### config.mk
export PLATFORM = sky130hd
export DESIGN_NAME = gyro_peak_detector
export DESIGN_NICKNAME = d
export VERILOG_FILES = /design/src/hdl/gpd_pkg.sv /design/src/hdl/gyro_peak_detector.sv
export SDC_FILE = /design/constraint.sdc
export NUM_CORES = 2
export LEC_CHECK = 0
export ABC_AREA = 0
export BUFFER_PORTS_ARGS = -buffer_cell sky130_fd_sc_hd__buf_4
export CAP_MARGIN = 20
export CORE_MARGIN = 10
export CORE_UTILIZATION = 50
export DETAILED_ROUTE_END_ITERATION = 7
export PLACE_DENSITY_LB_ADDON = 0.1
export SYNTH_ARGS = -nofsm -noshare
export SYNTH_HDL_FRONTEND = slang
export SYNTH_SLANG_ARGS = --single-unit
### constraint.sdc
create_clock -name clk -period 7.7 [get_ports clk]
set_input_delay 0.385 -clock clk [delete_from_list [all_inputs] [get_ports clk]]
set_output_delay 0.385 -clock clk [all_outputs]
set_load 0.01 [all_outputs]
### src/hdl/gpd_pkg.sv
package gpd_pkg;

  localparam int SLOPE_BITS = 48;
  localparam int INDEX_BITS = 32;
  localparam int HOLD_BITS  = 11;
  localparam int RISE_BITS  = 12;
  localparam int LIMIT_BITS = 31;
  localparam int CFG_IDX_W  = 2;
  localparam int CFG_DATA_W = 31;

  localparam logic [CFG_IDX_W-1:0] REG_PEAK_FLOOR  = 2'd0;
  localparam logic [CFG_IDX_W-1:0] REG_HOLD_COUNT  = 2'd1;
  localparam logic [CFG_IDX_W-1:0] REG_SLOPE_LIMIT = 2'd2;

  localparam logic [HOLD_BITS-1:0]  HOLD_RESET  = 11'd150;
  localparam logic [LIMIT_BITS-1:0] LIMIT_RESET = 31'd459;

  typedef enum logic [4:0] {
    ST_IDLE   = 5'b00001,
    ST_DECIDE = 5'b00010,
    ST_DIV    = 5'b00100,
    ST_AVG    = 5'b01000,
    ST_EMIT   = 5'b10000
  } gpd_state_t;

endpackage

### src/hdl/gyro_peak_detector.sv
// Timing: an item that updates a slope goes from accept through DECIDE, DIV and AVG
// back to ready; one bit of the shared restoring divider per cycle is worked in DIV.
// Other items go through DECIDE only, and through AVG with a zero time step or EMIT
// with a peak; a peak's out_valid is registered in EMIT, after the DECIDE of the item that closes its region,
// later if out_stall holds. Reset is synchronous, active low: registers return to
// 0 / 150 / 459, tracking is cleared and the sample counter restarts at 0.
module gyro_peak_detector #(
  parameter int SAMPLE_BITS     = 16,
  parameter int TIME_BITS       = 32,
  parameter int SLOPE_FRAC_BITS = 16
) (
  input  logic                                   clk,
  input  logic                                   rst_n,
  input  logic                                   in_valid,
  output logic                                   in_stall,
  input  logic signed [SAMPLE_BITS-1:0]          in_sample,
  input  logic        [TIME_BITS-1:0]            in_timestamp,
  output logic                                   out_valid,
  input  logic                                   out_stall,
  output logic signed [SAMPLE_BITS-1:0]          out_peak_value,
  output logic        [TIME_BITS-1:0]            out_peak_time,
  output logic        [gpd_pkg::INDEX_BITS-1:0]  out_peak_index,
  input  logic                                   cfg_wr_en,
  input  logic        [gpd_pkg::CFG_IDX_W-1:0]   cfg_index,
  input  logic        [gpd_pkg::CFG_DATA_W-1:0]  cfg_data
);

  localparam int SB    = gpd_pkg::SLOPE_BITS;
  localparam int NUM_W = SAMPLE_BITS + 1 + SLOPE_FRAC_BITS;
  localparam int CNT_W = $clog2(NUM_W);
  localparam int EXT_W = ((NUM_W > SB) ? NUM_W : SB) + 1;

  localparam logic signed [SAMPLE_BITS-1:0] S_MAX = {1'b0, {(SAMPLE_BITS-1){1'b1}}};
  localparam logic signed [SAMPLE_BITS-1:0] S_MIN = {1'b1, {(SAMPLE_BITS-1){1'b0}}};
  localparam logic signed [SB-1:0] SL_MAX = {1'b0, {(SB-1){1'b1}}};
  localparam logic signed [SB-1:0] SL_MIN = {1'b1, {(SB-1){1'b0}}};
  localparam logic signed [EXT_W-1:0] SL_MAX_X = EXT_W'(SL_MAX);
  localparam logic signed [EXT_W-1:0] SL_MIN_X = EXT_W'(SL_MIN);

  function automatic logic signed [SAMPLE_BITS-1:0] neg_sat(
    input logic signed [SAMPLE_BITS-1:0] v
  );
    return (v == S_MIN) ? S_MAX : -v;
  endfunction

  gpd_pkg::gpd_state_t state_r, state_nxt;

  logic signed [SAMPLE_BITS-1:0]         peak_floor_r;
  logic [gpd_pkg::HOLD_BITS-1:0]         hold_count_r;
  logic [gpd_pkg::LIMIT_BITS-1:0]        slope_limit_r;

  logic signed [SAMPLE_BITS-1:0]         d_r;
  logic [TIME_BITS-1:0]                  t_r;
  logic [gpd_pkg::INDEX_BITS-1:0]        idx_r;
  logic [gpd_pkg::INDEX_BITS-1:0]        sample_number_r;

  logic                                  region_open_r;
  logic                                  min_found_r;
  logic signed [SAMPLE_BITS-1:0]         run_min_r;
  logic [TIME_BITS-1:0]                  min_time_r;
  logic [gpd_pkg::INDEX_BITS-1:0]        min_index_r;
  logic signed [SAMPLE_BITS-1:0]         first_value_r;
  logic [TIME_BITS-1:0]                  first_time_r;
  logic signed [SB-1:0]                  fall_slope_r;
  logic signed [SB-1:0]                  rise_slope_r;
  logic [gpd_pkg::RISE_BITS-1:0]         rise_count_r;

  // shared divider
  logic [TIME_BITS-1:0]                  rem_r;
  logic [TIME_BITS-1:0]                  dvsr_r;
  logic [NUM_W-1:0]                      quo_r;
  logic [CNT_W-1:0]                      cnt_r;
  logic                                  neg_r;
  logic                                  zero_dt_r;
  logic                                  to_fall_r;

  logic                                  out_valid_r;
  logic signed [SAMPLE_BITS-1:0]         out_value_r;
  logic [TIME_BITS-1:0]                  out_time_r;
  logic [gpd_pkg::INDEX_BITS-1:0]        out_index_r;

  logic                                  in_acc;
  logic                                  d_below, d_above, rise_ok;
  logic                                  take_fall, take_rise, do_judge, peak_ok;
  logic signed [SAMPLE_BITS:0]           diff_sel;
  logic [TIME_BITS-1:0]                  dt_sel;
  logic signed [NUM_W-1:0]               num_s;
  logic [NUM_W-1:0]                      num_mag;
  logic [TIME_BITS:0]                    rem_sh, rem_sub;
  logic                                  q_bit;
  logic signed [EXT_W-1:0]               q_ext;
  logic signed [SB-1:0]                  q_sat;
  logic signed [SB-1:0]                  old_slope;
  logic signed [SB:0]                    avg_sum;
  logic signed [SB-1:0]                  lim_s;
  logic                                  out_free;

  assign in_acc   = in_valid && !in_stall;
  assign in_stall = (state_r != gpd_pkg::ST_IDLE);
  assign out_free = !out_valid_r || !out_stall;

  // classification of the held item
  assign d_below   = (d_r < run_min_r);
  assign d_above   = (d_r > run_min_r);
  assign rise_ok   = (rise_count_r <= {1'b0, hold_count_r});
  assign take_fall = d_below && region_open_r;
  assign take_rise = !d_below && min_found_r && d_above && rise_ok;
  assign do_judge  = !d_below && min_found_r && d_above && !rise_ok;

  assign lim_s   = SB'(slope_limit_r);
  assign peak_ok = (fall_slope_r <= -lim_s) && (rise_slope_r >= lim_s);

  always_comb begin
    if (take_fall) begin
      diff_sel = (SAMPLE_BITS+1)'(d_r) - (SAMPLE_BITS+1)'(first_value_r);
      dt_sel   = t_r - first_time_r;
    end else begin
      diff_sel = (SAMPLE_BITS+1)'(d_r) - (SAMPLE_BITS+1)'(run_min_r);
      dt_sel   = t_r - min_time_r;
    end
  end

  assign num_s   = {diff_sel, {SLOPE_FRAC_BITS{1'b0}}};
  assign num_mag = diff_sel[SAMPLE_BITS] ? NUM_W'(-num_s) : NUM_W'(num_s);

  // one restoring step per cycle
  assign rem_sh  = {rem_r, quo_r[NUM_W-1]};
  assign rem_sub = rem_sh - {1'b0, dvsr_r};
  assign q_bit   = !rem_sub[TIME_BITS];

  always_comb begin
    q_ext = neg_r ? -EXT_W'(quo_r) : EXT_W'(quo_r);
    if (zero_dt_r) begin
      if (neg_r)           q_sat = SL_MIN;
      else if (quo_r != 0) q_sat = SL_MAX;
      else                 q_sat = '0;
    end else if (q_ext > SL_MAX_X) begin
      q_sat = SL_MAX;
    end else if (q_ext < SL_MIN_X) begin
      q_sat = SL_MIN;
    end else begin
      q_sat = SB'(q_ext);
    end
    old_slope = to_fall_r ? fall_slope_r : rise_slope_r;
    avg_sum   = (SB+1)'(old_slope) + (SB+1)'(q_sat);
  end

  always_comb begin
    state_nxt = state_r;
    unique case (state_r)
      gpd_pkg::ST_IDLE:   if (in_acc) state_nxt = gpd_pkg::ST_DECIDE;
      gpd_pkg::ST_DECIDE: begin
        if (take_fall || take_rise) begin
          state_nxt = (dt_sel == '0) ? gpd_pkg::ST_AVG : gpd_pkg::ST_DIV;
        end else if (do_judge && peak_ok) begin
          state_nxt = gpd_pkg::ST_EMIT;
        end else begin
          state_nxt = gpd_pkg::ST_IDLE;
        end
      end
      gpd_pkg::ST_DIV:    if (cnt_r == '0) state_nxt = gpd_pkg::ST_AVG;
      gpd_pkg::ST_AVG:    state_nxt = gpd_pkg::ST_IDLE;
      gpd_pkg::ST_EMIT:   if (out_free) state_nxt = gpd_pkg::ST_IDLE;
      default:            state_nxt = gpd_pkg::ST_IDLE;
    endcase
  end

  always_ff @(posedge clk) begin
    if (!rst_n) begin
      state_r <= gpd_pkg::ST_IDLE;
    end else begin
      state_r <= state_nxt;
    end
  end

  // configuration
  always_ff @(posedge clk) begin
    if (!rst_n) begin
      peak_floor_r  <= '0;
      hold_count_r  <= gpd_pkg::HOLD_RESET;
      slope_limit_r <= gpd_pkg::LIMIT_RESET;
    end else if (cfg_wr_en) begin
      unique case (cfg_index)
        gpd_pkg::REG_PEAK_FLOOR:  peak_floor_r  <= cfg_data[SAMPLE_BITS-1:0];
        gpd_pkg::REG_HOLD_COUNT:  hold_count_r  <= cfg_data[gpd_pkg::HOLD_BITS-1:0];
        gpd_pkg::REG_SLOPE_LIMIT: slope_limit_r <= cfg_data[gpd_pkg::LIMIT_BITS-1:0];
        default: ;
      endcase
    end
  end

  // tracking state
  always_ff @(posedge clk) begin
    if (!rst_n) begin
      sample_number_r <= '0;
      region_open_r   <= 1'b0;
      min_found_r     <= 1'b0;
      run_min_r       <= '0;
      min_time_r      <= '0;
      min_index_r     <= '0;
      first_value_r   <= '0;
      first_time_r    <= '0;
      fall_slope_r    <= '0;
      rise_slope_r    <= '0;
      rise_count_r    <= '0;
    end else begin
      if (in_acc) begin
        sample_number_r <= sample_number_r + 1'b1;
      end
      // floor reload when nothing is tracked
      if (cfg_wr_en && cfg_index == gpd_pkg::REG_PEAK_FLOOR &&
          !min_found_r && !region_open_r) begin
        run_min_r <= cfg_data[SAMPLE_BITS-1:0];
      end
      unique case (state_r)
        gpd_pkg::ST_DECIDE: begin
          if (d_below) begin
            run_min_r   <= d_r;
            min_time_r  <= t_r;
            min_index_r <= idx_r;
            min_found_r <= 1'b1;
            if (!region_open_r) begin
              region_open_r <= 1'b1;
              first_value_r <= d_r;
              first_time_r  <= t_r;
            end
          end else if (take_rise) begin
            rise_count_r <= rise_count_r + 1'b1;
          end else if (do_judge && !peak_ok) begin
            region_open_r <= 1'b0;
            min_found_r   <= 1'b0;
            run_min_r     <= peak_floor_r;
            rise_count_r  <= '0;
            fall_slope_r  <= '0;
            rise_slope_r  <= '0;
          end
        end
        gpd_pkg::ST_AVG: begin
          if (to_fall_r) fall_slope_r <= avg_sum[SB:1];
          else           rise_slope_r <= avg_sum[SB:1];
        end
        gpd_pkg::ST_EMIT: begin
          if (out_free) begin
            region_open_r <= 1'b0;
            min_found_r   <= 1'b0;
            run_min_r     <= peak_floor_r;
            rise_count_r  <= '0;
            fall_slope_r  <= '0;
            rise_slope_r  <= '0;
          end
        end
        default: ;
      endcase
    end
  end

  // item capture and divider datapath
  always_ff @(posedge clk) begin
    if (in_acc) begin
      d_r   <= neg_sat(in_sample);
      t_r   <= in_timestamp;
      idx_r <= sample_number_r;
    end
    if (state_r == gpd_pkg::ST_DECIDE) begin
      quo_r     <= num_mag;
      neg_r     <= diff_sel[SAMPLE_BITS];
      dvsr_r    <= dt_sel;
      zero_dt_r <= (dt_sel == '0);
      to_fall_r <= take_fall;
      rem_r     <= '0;
      cnt_r     <= CNT_W'(NUM_W - 1);
    end else if (state_r == gpd_pkg::ST_DIV) begin
      rem_r <= q_bit ? rem_sub[TIME_BITS-1:0] : rem_sh[TIME_BITS-1:0];
      quo_r <= {quo_r[NUM_W-2:0], q_bit};
      cnt_r <= cnt_r - 1'b1;
    end
  end

  // output register
  always_ff @(posedge clk) begin
    if (!rst_n) begin
      out_valid_r <= 1'b0;
    end else if (state_r == gpd_pkg::ST_EMIT && out_free) begin
      out_valid_r <= 1'b1;
    end else if (!out_stall) begin
      out_valid_r <= 1'b0;
    end
  end

  always_ff @(posedge clk) begin
    if (state_r == gpd_pkg::ST_EMIT && out_free) begin
      out_value_r <= neg_sat(run_min_r);
      out_time_r  <= min_time_r;
      out_index_r <= min_index_r;
    end
  end

  assign out_valid      = out_valid_r;
  assign out_peak_value = out_value_r;
  assign out_peak_time  = out_time_r;
  assign out_peak_index = out_index_r;

endmodule

==> impl_metrics.env <==
export IMPL_synth_edf_count=228
export IMPL_syn_instance_count=3916
export IMPL_power_mw=7.71
export IMPL_syn_area_per_cell_um2=8.88
export IMPL_ys_seq_area_frac=0.410
export IMPL_synth_yosys_warnings=0
export IMPL_r2r_end="rise_slope_r[11]"
export IMPL_cts_resized=0
export IMPL_synth_most_common_cell="nand2_1"
export IMPL_cp_max_fo=22
export IMPL_max_stage_delay_ps=750
export IMPL_grt_pass1_vias=27704
export IMPL_layout_cells_non_filler=5046
export IMPL_cp_end_kind="flip-flop"
export IMPL_drtIter0Drc=2188
export IMPL_drt_pass1_iterations=8
export IMPL_skew_ps=50.3
export IMPL_setup_viol=0
export IMPL_worstSetupStartpointType="flip-flop"
export IMPL_tns_ps=0
export IMPL_p_leak_nw=15.7
export IMPL_grt_ovfl_total=0
export IMPL_synth_ff_latch_count=599
export IMPL_gp_congestion=0.920
export IMPL_fin_crit_ps=6620
export IMPL_cts_sinks=599
export IMPL_synth_common_cells="nand2_1 (586), a21oi_1 (377), dfxtp_1 (371)"
export IMPL_slew_headroom=0.246
export IMPL_pwr_density_cell_nw_per_um2=194
export IMPL_portBuffers=167
export IMPL_hold_path_class="primary input to flip-flop"
export IMPL_vias=29198
export IMPL_cts_path_max_buffers=3
export IMPL_ant_nets=0
export IMPL_area_delta_synth_final_pct=14.0
export IMPL_min_to="slope_limit_r[17]"
export IMPL_arrival_ps=7090
export IMPL_grt_max_degree=165
export IMPL_grt_use_total=0.237
export IMPL_fin_crit_sh=0.860
export IMPL_holdPathStages=3
export IMPL_die_x_um=284
export IMPL_viasPerCell=5.79
export IMPL_drive_gt1_frac=0.100
export IMPL_synth_area_leaders="dfxtp_1 (21%), edfxtp_1 (20%), ha_1 (8.7%)"
export IMPL_timing_rr_start="slope_limit_r[2]"
export IMPL_cts_tree="yes"
export IMPL_worstSkewPairLatency_ps=640
export IMPL_synthesis_area_um2=34800
export IMPL_critPathKind="flip-flop to flip-flop"
export IMPL_async_flop_share=0
export IMPL_start_util=0.506
export IMPL_dp_cells=4884
export IMPL_dp_hpwl_um=72700
export IMPL_max_freq_mhz=151
export IMPL_synthFlopType="dfxtp_1"
export IMPL_clk_pin_slew_ps=60
export IMPL_final_util=0.576
export IMPL_final_max_slew_viol_count=0
export IMPL_hold_viol=0
export IMPL_rows=96
export IMPL_route_detailed_drc=0
export IMPL_peakVddDrop_mv=0.218
export IMPL_r2r_slack_ps=1080
export IMPL_worstHoldStart="cfg_data[17]"
export IMPL_worst_slew_pin_slew_ps=1120
export IMPL_reg2regPathDepth=20
export IMPL_cts_max_level=3
export IMPL_die_area_um2=80500
export IMPL_top_regs="fall_slope_r (48), rise_slope_r (48), quo_r (33)"
export IMPL_maxCapViolations=0
export IMPL_yosysUniqueCellTypes=94
export IMPL_wire_per_inst_um=19.6
export IMPL_grt_pass1_wl_um=156000
export IMPL_root_buffer="clkbuf_16"
export IMPL_rsz0062_at_grt="false"
export IMPL_syn_nets=4249
export IMPL_grt_antenna_before_repair=4
export IMPL_yosys_area_top_type="dfxtp_1"
export IMPL_final_net_count=4391
export IMPL_cp_cell_sequence="nor4_1, nand2_1, nor2b_1, nand2_1, nor3_1, xnor2_1, ha_1, nand4_1, nor3_1, nand4_1, or2_1, a31o_2, and4b_1, o31ai_1, nand2b_1, buf_4, a221oi_4, buf_4, mux2i_1, nor2_1"
export IMPL_synth_top_area_frac=0.213
export IMPL_coreArea_um2=68800
export IMPL_io_pins=168
export IMPL_required_ps=8170
export IMPL_status="finished, final reports clean"
export IMPL_fp_dieH_um=284
export IMPL_insertedDiodeCount=0
export IMPL_numCtsBuffers=69
export IMPL_cp_slowest_cell="a221oi_4"
export IMPL_wl_um=98700
[per-layer routing]
metal,GRT usage,wire [um]
met1,0.325,45900
met2,0.377,44400
met3,0.0371,5300
met4,0.0761,3010
met5,0,44
[metrics by stage]
step	hold slack [ps]	worst slack, ps	area (um2)
floorplan	408	1130	34800
global placement	411	1340	37000
detailed placement	415	1220	37000
CTS	3.41	1140	39700
global route	26.3	636	39700
finish	41.7	1080	39700
[cell usage in the layout (no fill, tap or decap), types with 69 or more instances in the layout]
cell and count:
ha_1 242, xor2_1 103, nand2_1 586, nor2_1 309, edfxtp_1 228, mux2i_1 121, clkbuf_16 69, dfxtp_1 371
nand3_1 81, a21oi_1 376, o21ai_0 194, xnor2_1 123, inv_1 173, buf_4 203
[worst max-delay path: cells and delay by family, from the launching register on]
kind | cells | cell delay, ps
buffers and inverters | 2 | 730
AOI/OAI and AO/OA | 3 | 1300
DFF | 1 | 350
and+or+nand+nor | 12 | 3370
muxes | 1 | 250
xor gates and xnor gates | 1 | 110
adders and majority gates | 1 | 320
[worst max-delay path by stage]
| stage | depth (start not counted) | to | start |
|---|---|---|---|
| floorplan | 9 | sample_number_r[29] | state_r[4] |
| detailed placement | 19 | fall_slope_r[34] | slope_limit_r[2] |
| global route | 23 | state_r[3] | d_r[1] |
| CTS | 19 | fall_slope_r[46] | slope_limit_r[2] |
| global placement | 23 | state_r[3] | d_r[1] |
| finish | 20 | rise_slope_r[11] | slope_limit_r[2] |
[final cells by class]
type	instances	area, um2
Clock buffer	96	1900
Clock inverter	32	468
Fill cell	6191	29200
Inverter	176	668
Multi-Input combinational cell	2974	19300
Sequential cell	599	14300
Tap cell	931	1160
Timing Repair Buffer	238	1890
[where the power goes]
group | internal (mW) | switching [mW]
Combinational | 0.332 | 0.559
Sequential | 3.37 | 0.0608
Clock | 1.97 | 1.41
[what timing repair did]
item | CTS | global route
endpoints found under the setup margin | 0 | 0
buffers inserted | 0 | 0
hold endpoints to repair | 33 | 0
hold buffers | 33 | 0
[cells by family after synthesis]
group,share of synthesized area
XOR/XNOR,0.0571
AND/OR/NAND/NOR,0.175
multiplexers,0.0500
flip-flops,0.410
buffers and inverters,0.0377
AO/OA/AOI/OAI,0.180
adder cells (fa/ha/maj),0.0899
No activity file was read; power rests on OpenSTA's default activity.
